==> config.mk <==
export PLATFORM = sky130hd
export DESIGN_NAME = rsec_ctrl
export DESIGN_NICKNAME = d
export VERILOG_FILES = /design/src/rtl/core/rsec_pkg.sv /design/src/rtl/core/rsec_ctrl.sv
export SDC_FILE = /design/constraint.sdc
export NUM_CORES = 1
export LEC_CHECK = 0
export BUFFER_PORTS_ARGS = -buffer_cell sky130_fd_sc_hd__buf_2
export CORE_MARGIN = 2
export CORE_UTILIZATION = 40
export CTS_CLUSTER_SIZE = 10
export DETAILED_ROUTE_END_ITERATION = 12
export GPL_TIMING_DRIVEN = 0
export PLACE_DENSITY = 0.87
export SLEW_MARGIN = 20
export SYNTH_ARGS = -nofsm -noshare
export SYNTH_HDL_FRONTEND = slang
export SYNTH_SLANG_ARGS = --single-unit
==> constraint.sdc <==
create_clock -name clk_i -period 1.5 [get_ports clk_i]
set_input_delay 0.3 -clock clk_i [delete_from_list [all_inputs] [get_ports clk_i]]
set_output_delay 0.3 -clock clk_i [all_outputs]
set_load 0.005 [all_outputs]
==> src/rtl/core/rsec_pkg.sv <==
// ----------------------------------------------------------------------------
// rsec_pkg
// Shared types, opcodes, address map and controller/datapath interface types
// for the RV32I-subset execute core.
// ----------------------------------------------------------------------------
package rsec_pkg;

  // Storage sizes
  localparam int unsigned MEM_WORDS_DEFAULT = 512;
  localparam int unsigned REG_COUNT         = 32;
  localparam int unsigned REG_AW            = 5;

  // Stream payload widths
  localparam int unsigned IN_TDATA_W  = 80;
  localparam int unsigned OUT_TDATA_W = 40;
  localparam int unsigned IDX_W       = 6;

  // Opcodes
  localparam logic [6:0] OP_R      = 7'b0110011;
  localparam logic [6:0] OP_IMM    = 7'b0010011;
  localparam logic [6:0] OP_STORE  = 7'b0100011;
  localparam logic [6:0] OP_BRANCH = 7'b1100011;
  localparam logic [6:0] OP_LUI    = 7'b0110111;
  localparam logic [6:0] OP_JAL    = 7'b1101111;
  localparam logic [6:0] OP_JALR   = 7'b1100111;
  localparam logic [6:0] OP_LOAD   = 7'b0000011;

  // funct7 codes
  localparam logic [6:0] F7_BASE = 7'b0000000;
  localparam logic [6:0] F7_ALT  = 7'b0100000;

  // funct3 codes
  localparam logic [2:0] F3_ADD  = 3'd0;
  localparam logic [2:0] F3_SLL  = 3'd1;
  localparam logic [2:0] F3_SLT  = 3'd2;
  localparam logic [2:0] F3_XOR  = 3'd4;
  localparam logic [2:0] F3_SR   = 3'd5;
  localparam logic [2:0] F3_OR   = 3'd6;
  localparam logic [2:0] F3_AND  = 3'd7;
  localparam logic [2:0] F3_BYTE = 3'd0;
  localparam logic [2:0] F3_HALF = 3'd1;
  localparam logic [2:0] F3_WORD = 3'd2;
  localparam logic [2:0] F3_BU   = 3'd4;
  localparam logic [2:0] F3_BEQ  = 3'd0;
  localparam logic [2:0] F3_BNE  = 3'd1;
  localparam logic [2:0] F3_BLT  = 3'd4;
  localparam logic [2:0] F3_BGE  = 3'd5;
  localparam logic [2:0] F3_BLTU = 3'd6;
  localparam logic [2:0] F3_BGEU = 3'd7;

  // Address map
  localparam logic [31:0] ADDR_DATA_BASE = 32'h0000_0400;
  localparam logic [31:0] ADDR_IO_BASE   = 32'h0000_0800;
  localparam logic [31:0] ADDR_PUT_CHAR  = 32'h0000_0800;
  localparam logic [31:0] ADDR_PUT_INT   = 32'h0000_0804;
  localparam logic [31:0] ADDR_PUT_HEX   = 32'h0000_0808;
  localparam logic [31:0] ADDR_HALT      = 32'h0000_080C;
  localparam logic [31:0] ADDR_GET_CHAR  = 32'h0000_0812;
  localparam logic [31:0] ADDR_GET_INT   = 32'h0000_0816;
  localparam logic [31:0] ADDR_PUT_PC    = 32'h0000_0820;
  localparam logic [31:0] ADDR_DUMP      = 32'h0000_0824;
  localparam logic [31:0] ADDR_PUT_HEX2  = 32'h0000_0828;

  // Result kinds
  typedef enum logic [3:0] {
    KIND_RETIRED = 4'd0,
    KIND_CHAR    = 4'd1,
    KIND_INT     = 4'd2,
    KIND_HEX     = 4'd3,
    KIND_HALT    = 4'd4,
    KIND_PC      = 4'd5,
    KIND_DUMP    = 4'd6,
    KIND_UNKNOWN = 4'd7,
    KIND_ILLEGAL = 4'd8,
    KIND_STOPPED = 4'd9
  } kind_e;

  // Address regions
  typedef enum logic [1:0] {
    RGN_INSN    = 2'd0,
    RGN_DATA    = 2'd1,
    RGN_CONSOLE = 2'd2,
    RGN_ILLEGAL = 2'd3
  } region_e;

  // Result value sources
  typedef enum logic [2:0] {
    SRC_ZERO = 3'd0,
    SRC_PC   = 3'd1,
    SRC_INSN = 3'd2,
    SRC_EV   = 3'd3,
    SRC_NEXT = 3'd4,
    SRC_REG  = 3'd5
  } src_e;

  // Controller states
  typedef enum logic [3:0] {
    ST_CLEAR, ST_IDLE, ST_FETCH, ST_DECODE, ST_EXEC, ST_MEM, ST_WB,
    ST_ERR, ST_BADPC, ST_STOP, ST_HALT, ST_EVT,
    ST_DUMP_PC, ST_DUMP_RD, ST_DUMP_EM, ST_RETIRE
  } state_e;

  // Controller to datapath
  typedef struct packed {
    logic  in_ready;
    logic  accept;
    logic  load_wr;
    logic  clear_step;
    logic  fetch;
    logic  decode;
    logic  exec;
    logic  mem_rd;
    logic  wb;
    logic  dump_start;
    logic  dump_rd;
    logic  emit;
    kind_e emit_kind;
    src_e  emit_src;
    logic  emit_last;
    logic  commit;
    logic  set_stop;
  } cmd_t;

  // Datapath to controller
  typedef struct packed {
    logic  clear_done;
    logic  in_valid;
    logic  in_step;
    logic  stopped;
    logic  bad_pc;
    logic  failed;
    kind_e err_kind;
    logic  halt;
    logic  ev_valid;
    kind_e ev_kind;
    logic  dump_req;
    logic  out_free;
    logic  dump_last;
  } sts_t;

  // Map an effective address to its region
  function automatic region_e classify(input logic [31:0] a);
    region_e r;
    if (a < ADDR_DATA_BASE) r = RGN_INSN;
    else if (a < ADDR_IO_BASE) r = RGN_DATA;
    else if (a == ADDR_PUT_CHAR || a == ADDR_PUT_INT || a == ADDR_PUT_HEX ||
             a == ADDR_HALT || a == ADDR_GET_CHAR || a == ADDR_GET_INT ||
             a == ADDR_PUT_PC || a == ADDR_DUMP || a == ADDR_PUT_HEX2) r = RGN_CONSOLE;
    else r = RGN_ILLEGAL;
    return r;
  endfunction

endpackage

==> src/rtl/core/rsec_ctrl.sv <==
// ----------------------------------------------------------------------------
// rsec_ctrl
// Sequencer for the execute core: memory clearing pass, fetch, decode,
// execute, memory access, write-back and result emission with dumps.
// ----------------------------------------------------------------------------
module rsec_ctrl (
  input  logic           clk_i,
  input  logic           rst_ni,
  input  rsec_pkg::sts_t sts_i,
  output rsec_pkg::cmd_t cmd_o
);

  rsec_pkg::state_e state_q, state_d;
  logic             fail_q, fail_d;
  logic             accept;

  assign accept = (state_q == rsec_pkg::ST_IDLE) & sts_i.in_valid;

  // State register
  always_ff @(posedge clk_i or negedge rst_ni) begin
    if (!rst_ni) begin
      state_q <= rsec_pkg::ST_CLEAR;
      fail_q  <= 1'b0;
    end else begin
      state_q <= state_d;
      fail_q  <= fail_d;
    end
  end

  // Next state
  always_comb begin
    state_d = state_q;
    fail_d  = fail_q;
    unique case (state_q)
      rsec_pkg::ST_CLEAR: begin
        if (sts_i.clear_done) state_d = rsec_pkg::ST_IDLE;
      end
      rsec_pkg::ST_IDLE: begin
        if (accept && sts_i.in_step) begin
          fail_d = 1'b0;
          if (sts_i.stopped) state_d = rsec_pkg::ST_STOP;
          else if (sts_i.bad_pc) state_d = rsec_pkg::ST_BADPC;
          else state_d = rsec_pkg::ST_FETCH;
        end
      end
      rsec_pkg::ST_FETCH:  state_d = rsec_pkg::ST_DECODE;
      rsec_pkg::ST_DECODE: state_d = rsec_pkg::ST_EXEC;
      rsec_pkg::ST_EXEC:   state_d = rsec_pkg::ST_MEM;
      rsec_pkg::ST_MEM:    state_d = rsec_pkg::ST_WB;
      rsec_pkg::ST_WB: begin
        if (sts_i.failed) state_d = rsec_pkg::ST_ERR;
        else if (sts_i.halt) state_d = rsec_pkg::ST_HALT;
        else if (sts_i.ev_valid) state_d = rsec_pkg::ST_EVT;
        else if (sts_i.dump_req) state_d = rsec_pkg::ST_DUMP_PC;
        else state_d = rsec_pkg::ST_RETIRE;
      end
      rsec_pkg::ST_ERR, rsec_pkg::ST_BADPC: begin
        if (sts_i.out_free) begin
          fail_d  = 1'b1;
          state_d = rsec_pkg::ST_DUMP_PC;
        end
      end
      rsec_pkg::ST_EVT: begin
        if (sts_i.out_free) begin
          state_d = sts_i.dump_req ? rsec_pkg::ST_DUMP_PC : rsec_pkg::ST_RETIRE;
        end
      end
      rsec_pkg::ST_DUMP_PC: begin
        if (sts_i.out_free) state_d = rsec_pkg::ST_DUMP_RD;
      end
      rsec_pkg::ST_DUMP_RD: state_d = rsec_pkg::ST_DUMP_EM;
      rsec_pkg::ST_DUMP_EM: begin
        if (sts_i.out_free) begin
          if (!sts_i.dump_last) state_d = rsec_pkg::ST_DUMP_RD;
          else if (fail_q) state_d = rsec_pkg::ST_IDLE;
          else state_d = rsec_pkg::ST_RETIRE;
        end
      end
      rsec_pkg::ST_STOP, rsec_pkg::ST_HALT, rsec_pkg::ST_RETIRE: begin
        if (sts_i.out_free) state_d = rsec_pkg::ST_IDLE;
      end
      default: state_d = rsec_pkg::ST_IDLE;
    endcase
  end

  // Commands
  always_comb begin
    cmd_o            = '0;
    cmd_o.emit_kind  = rsec_pkg::KIND_RETIRED;
    cmd_o.emit_src   = rsec_pkg::SRC_ZERO;
    cmd_o.accept     = accept;
    cmd_o.load_wr    = accept & ~sts_i.in_step;
    unique case (state_q)
      rsec_pkg::ST_CLEAR:  cmd_o.clear_step = 1'b1;
      rsec_pkg::ST_IDLE:   cmd_o.in_ready   = 1'b1;
      rsec_pkg::ST_FETCH:  cmd_o.fetch      = 1'b1;
      rsec_pkg::ST_DECODE: cmd_o.decode     = 1'b1;
      rsec_pkg::ST_EXEC:   cmd_o.exec       = 1'b1;
      rsec_pkg::ST_MEM:    cmd_o.mem_rd     = 1'b1;
      rsec_pkg::ST_WB:     cmd_o.wb         = 1'b1;
      rsec_pkg::ST_ERR: begin
        cmd_o.emit      = sts_i.out_free;
        cmd_o.emit_kind = sts_i.err_kind;
        cmd_o.emit_src  = rsec_pkg::SRC_INSN;
      end
      rsec_pkg::ST_BADPC: begin
        cmd_o.emit      = sts_i.out_free;
        cmd_o.emit_kind = rsec_pkg::KIND_ILLEGAL;
      end
      rsec_pkg::ST_STOP: begin
        cmd_o.emit      = sts_i.out_free;
        cmd_o.emit_kind = rsec_pkg::KIND_STOPPED;
        cmd_o.emit_src  = rsec_pkg::SRC_PC;
        cmd_o.emit_last = 1'b1;
      end
      rsec_pkg::ST_HALT: begin
        cmd_o.emit      = sts_i.out_free;
        cmd_o.emit_kind = rsec_pkg::KIND_HALT;
        cmd_o.emit_last = 1'b1;
        cmd_o.set_stop  = sts_i.out_free;
      end
      rsec_pkg::ST_EVT: begin
        cmd_o.emit      = sts_i.out_free;
        cmd_o.emit_kind = sts_i.ev_kind;
        cmd_o.emit_src  = rsec_pkg::SRC_EV;
      end
      rsec_pkg::ST_DUMP_PC: begin
        cmd_o.emit       = sts_i.out_free;
        cmd_o.emit_kind  = rsec_pkg::KIND_DUMP;
        cmd_o.emit_src   = rsec_pkg::SRC_PC;
        cmd_o.dump_start = sts_i.out_free;
      end
      rsec_pkg::ST_DUMP_RD: cmd_o.dump_rd = 1'b1;
      rsec_pkg::ST_DUMP_EM: begin
        cmd_o.emit      = sts_i.out_free;
        cmd_o.emit_kind = rsec_pkg::KIND_DUMP;
        cmd_o.emit_src  = rsec_pkg::SRC_REG;
        cmd_o.emit_last = sts_i.dump_last & fail_q;
        cmd_o.set_stop  = sts_i.out_free & sts_i.dump_last & fail_q;
      end
      rsec_pkg::ST_RETIRE: begin
        cmd_o.emit      = sts_i.out_free;
        cmd_o.emit_kind = rsec_pkg::KIND_RETIRED;
        cmd_o.emit_src  = rsec_pkg::SRC_NEXT;
        cmd_o.emit_last = 1'b1;
        cmd_o.commit    = sts_i.out_free;
      end
      default: cmd_o.in_ready = 1'b0;
    endcase
  end

endmodule

Word-level counts from Yosys, hierarchy flattened
Cells that the tools add are included.

Bits in registers: 5. Latch bits: 0. Memory bits (writable): 0. ROM bits: 0. Input port bits: 21. Logic and storage cells: 72. Memories kept: 0.

$add $sub $neg: 0. $mul: 0. Div/mod/pow operators: 0. $lt $le $gt $ge: 0. Eq/ne operators: 22. Shift-type cells: 0. Multiplexer cells: 33. Bitwise gates (word level): 6. Reductions and logical operators: 9.

Operator list (count): $pmux 4 s13 (1); $mux 4 (12); $pmux 5 s7 (1); $eq 4x4->1 const B (8); $eq 4x3->1 const B (4); $pmux 3 s5 (1); $mux 1 (12); $ne 2x2->1 const B (5); $eq 4x2->1 const B (2); $reduce_and 7->1 (1); $mux 3 (2); $pmux 1 s2 (3); $reduce_or 2->1 (3); $and 1x1->1 (5); $eq 4x1->1 const B (1); $logic_not 4->1 (1); $ne 2x1->1 const B (2); $reduce_and 3->1 (1); $reduce_or 3->1 (1); $mux 2 (1); $reduce_bool 2->1 (1); $logic_and 1x1->1 (1); $not 1->1 (1).

Logic depth before layout (Yosys ltp)
Word-level depth: 5. Mapped depth: 6.

Worst setup path before layout
No wires, ideal clock.

Kind: flip-flop to output port. Start point: reg state_q[2]. End point: out cmd_o[19] in the netlist's numbering. Data arrival time: 1.366 ns. Setup slack: -0.166 ns. Stages on the path, launching flop included: 6. Cell sequence: dfrtp_1 buf_6 or4b_4 inv_2 and2_1 nor2b_1.

RTL lines: start: declaration (line rsec_ctrl.sv:13) `rsec_pkg::state_e state_q, state_d;`; start signal: assignment (line rsec_ctrl.sv:22) `state_q <= rsec_pkg::ST_CLEAR;`; start signal: assignment (line rsec_ctrl.sv:25) `state_q <= state_d;`; end: declaration (line rsec_ctrl.sv:10) `output rsec_pkg::cmd_t cmd_o`.

==> run_results.csv <==
group,metric,value,unit
detailed_routing,drt_first_iter_violations,45,
yosys,synthMuxAreaShare,0,%
flow_run,maxCapViolCount,0,
setup_path,r2r_start,"state_q[3]",
place,io_buffers,42,
die,initial_utilization,41.45,%
yosys,synth_top_family_by_area,"simple AND/OR/NAND/NOR gates",
worst_hold_path,hold_path_class,"primary input to register",
place,routabilityCongestion,0.8437,
yosys,synth-compound-area-share,33.81,%
die,fp-row-count,16,
yosys,yosys_warnings,0,
timing,period_minus_slack,1.958,ns
die,ios,43,
detailed_routing,first_pass_iters,4,
grt,grt_max_degree,12,
yosys,synth-seq-area-share,15.87,%
yosys,synthAdderAreaFrac,0,%
setup_path,worstPathRequired,1.20,ns
yosys,synth_top_area_cell,"dfrtp_1",
yosys,synthDistinctLibCells,45,
detailed_routing,num_vias,1294,
clocking,clk_pin_slew,0.05,ns
die,core,0.001902,sq mm
clocking,cts_sinks,5,
grt,grt_pass1_vias,1176,
timing,clock.fmax,0.5107,GHz
setup_path,crit_fanout,3,
timing,min_period_over_period,130.5,%
detailed_routing,wl,4177,um
die,dieArea,0.002342,sq mm
setup_path,critPathLaunch,"state_q[1]",
yosys,synth_edf_count,0,
clocking,cts_made_buffers,3,
power,vdd_drop_max,1.438,mV
detailed_routing,via_per_inst,6.075,
detailed_routing,wl_per_cell,19.61,um
grt,use_met3,5.864,%
grt,grt_use_total,29.33,%
cells_and_area,nFillCells,86,
setup_path,arrival,1.66,ns
timing,setup_viol,27,
clocking,cts_tree,"built",
clocking,insertion_delay,0.26,ns
yosys,synthArstFlopShare,100.0,%
die,fp.dieH,48.39,um
yosys,synth-seq-cells,5,
timing,drv_slew,0,
timing,relSlewSlack,79.72,%
yosys,synth_xor_area_share,2.222,%
die,fp.dieW,48.39,um
yosys,syn_nets,132,
grt,grt_use_met1,33.33,%
cells_and_area,final_util,85.53,%
cells_and_area,diodes,0,
grt,overflow,0,
setup_path,end_kind,"output port",
yosys,synthFlopType,"dfrtp_1",
worst_hold_path,worstHoldStart,"sts_i[16]",
place,place_ws,-0.2720,ns
cells_and_area,fin_nets,208,
status,violations,"negative setup slack",
clocking,ctsLongestPathBuffers,2,
clocking,htreeDepth,1,
yosys,synthSimpleGateAreaFrac,38.10,%
yosys,synth_most_common_cell,"nor2_1",
yosys,synth_area,788.3,sq um
detailed_routing,drc,0,
detailed_routing,antenna_left,0,
grt,grt_pass1_wl,5333,um
place,hpwl,1906,um
cells_and_area,area_growth,106.3,%
grt,antenna_found_initial,0,
yosys,synth_top_area_share,15.87,%
timing,rsz0062_at_grt,"yes",
timing,finClkSkew,0.001976,ns
power,powerDensity,2450,mW/mm^2
status,outcome,"finished, violations left",
yosys,synthCells,111,
power,p_leak,0.7983,nW
cells_and_area,drive_gt1_share,66.67,%
timing,fin_ws,-0.4582,ns
setup_path,crit_type,"register to output port",
yosys,synth_common_cells,"17 x nor2_1, 8 x nand2_1, 7 x nor2b_1, 6 x o21ai_0",
setup_path,critPathLaunchType,"register",
clocking,root_buffer,"clkbuf_4",
grt,use_met2,49.77,%
grt,grt-busiest-layer,"met2",
yosys,ys_top_cells_by_area,"dfrtp_1 16%, nor2_1 8.1%, nor2b_1 5.6%, and2_1 4.0%, o21ai_0 3.8%",
timing,finalHoldViolCount,0,
yosys,syn_avg_cell_area,7.101,sq um
timing,worst_slew_pin_slew,0.3039,ns
metal layers:
layer / vias to the layer above / wire [um]
met4: 0 / 300
met1: 597 / 1589
met2: 105 / 1927
li1: 564 / -
met5: - / 0
met3: 28 / 360
kinds of logic (layout without fill, tap and decap cells):
| group | after synthesis | in the layout |
|---|---|---|
| AO/OA/AOI/OAI | 33 | 33 |
| XOR/XNOR | 2 | 2 |
| buffers and inverters | 16 | 91 |
| flip-flops | 5 | 5 |
| AND/OR/NAND/NOR | 55 | 55 |
path summary, 6_finish.rpt:
kind / to / slack [ns] / cells after the start
worst max-delay path: cmd_o[19] / -0.46 / 5
min in group asynchronous: state_q[0] / 0.40 / 2
worst min-delay path: fail_q / 0.39 / 3
max in group asynchronous: state_q[2] / 0.95 / 2
worst min register to register: fail_q / 0.56 / 1
worst max register to register: state_q[3] / -0.39 / 6
critical path, stage by stage, from the launching register on:
cell and delay [ns]:
dfrtp_1 0.39, or4b_4 0.58, inv_4 0.07, and2_4 0.13, nor2b_4 0.11, buf_2 0.10
layout by cell type (no fill, tap or decap), types with 3 or more instances in the layout:
cell type,Yosys,layout
inv_1,5,3
buf_8,0,3
and2_1,5,3
nand2_1,8,5
buf_4,2,20
buf_6,1,11
dfrtp_1,5,4
buf_2,3,40
nor2_4,0,3
nor2_1,17,12
nor2b_4,0,5
clkbuf_4,0,4
o21ai_0,6,4
power by group:
group | internal, mW | total [mW] | switching, mW
clock | 0.0975 | 0.170 | 0.0725
sequential | 0.214 | 0.280 | 0.0660
combinational | 1.83 | 3.53 | 1.71
total | 2.14 | 3.98 | 1.85
sequential cells by signal, indices dropped and copies added (netlist names):
register,flops
fail_q,1
state_q,4
per-stage QoR:
step / setup TNS (ns) / hold WS (ns) / instance area, sq um / power [mW] / instances
detailed placement: -3.607 / 0.1169 / 1062 / 2.100 / 180
global route: -9.149 / 0.4181 / 1627 / 4.158 / 213
CTS: -7.048 / 0.3767 / 1438 / 3.184 / 202
floorplan: -0.5424 / 0.004409 / 818.3 / 1.613 / 111
finish: -8.205 / 0.3934 / 1627 / 3.985 / 213
global placement: -2.799 / 0.1114 / 1062 / 2.053 / 180
final cells by class:
class | count | area [sq um] | share of cell area (%)
clock inverters | 1 | 5.005 | 0.3077
clock buffers | 3 | 22.52 | 1.385
inverters | 6 | 27.53 | 1.692
repair buffers | 73 | 523.0 | 32.15
well taps | 27 | 33.78 | 2.077
multi-input cells | 90 | 774.5 | 47.62
flip-flops and latches | 5 | 126.4 | 7.769
plain buffers | 8 | 113.9 | 7.000
what timing repair did:
action / in CTS / in global routing
resized for setup: 47 / 28
hold endpoints to repair: 5 / 0
hold buffers: 1 / 0
buffers inserted: 16 / 11
pin swaps: 10 / 10
cloned: 3 / 0
endpoints found under the setup margin: 27 / 27
Power figures use the tool's default switching activity.
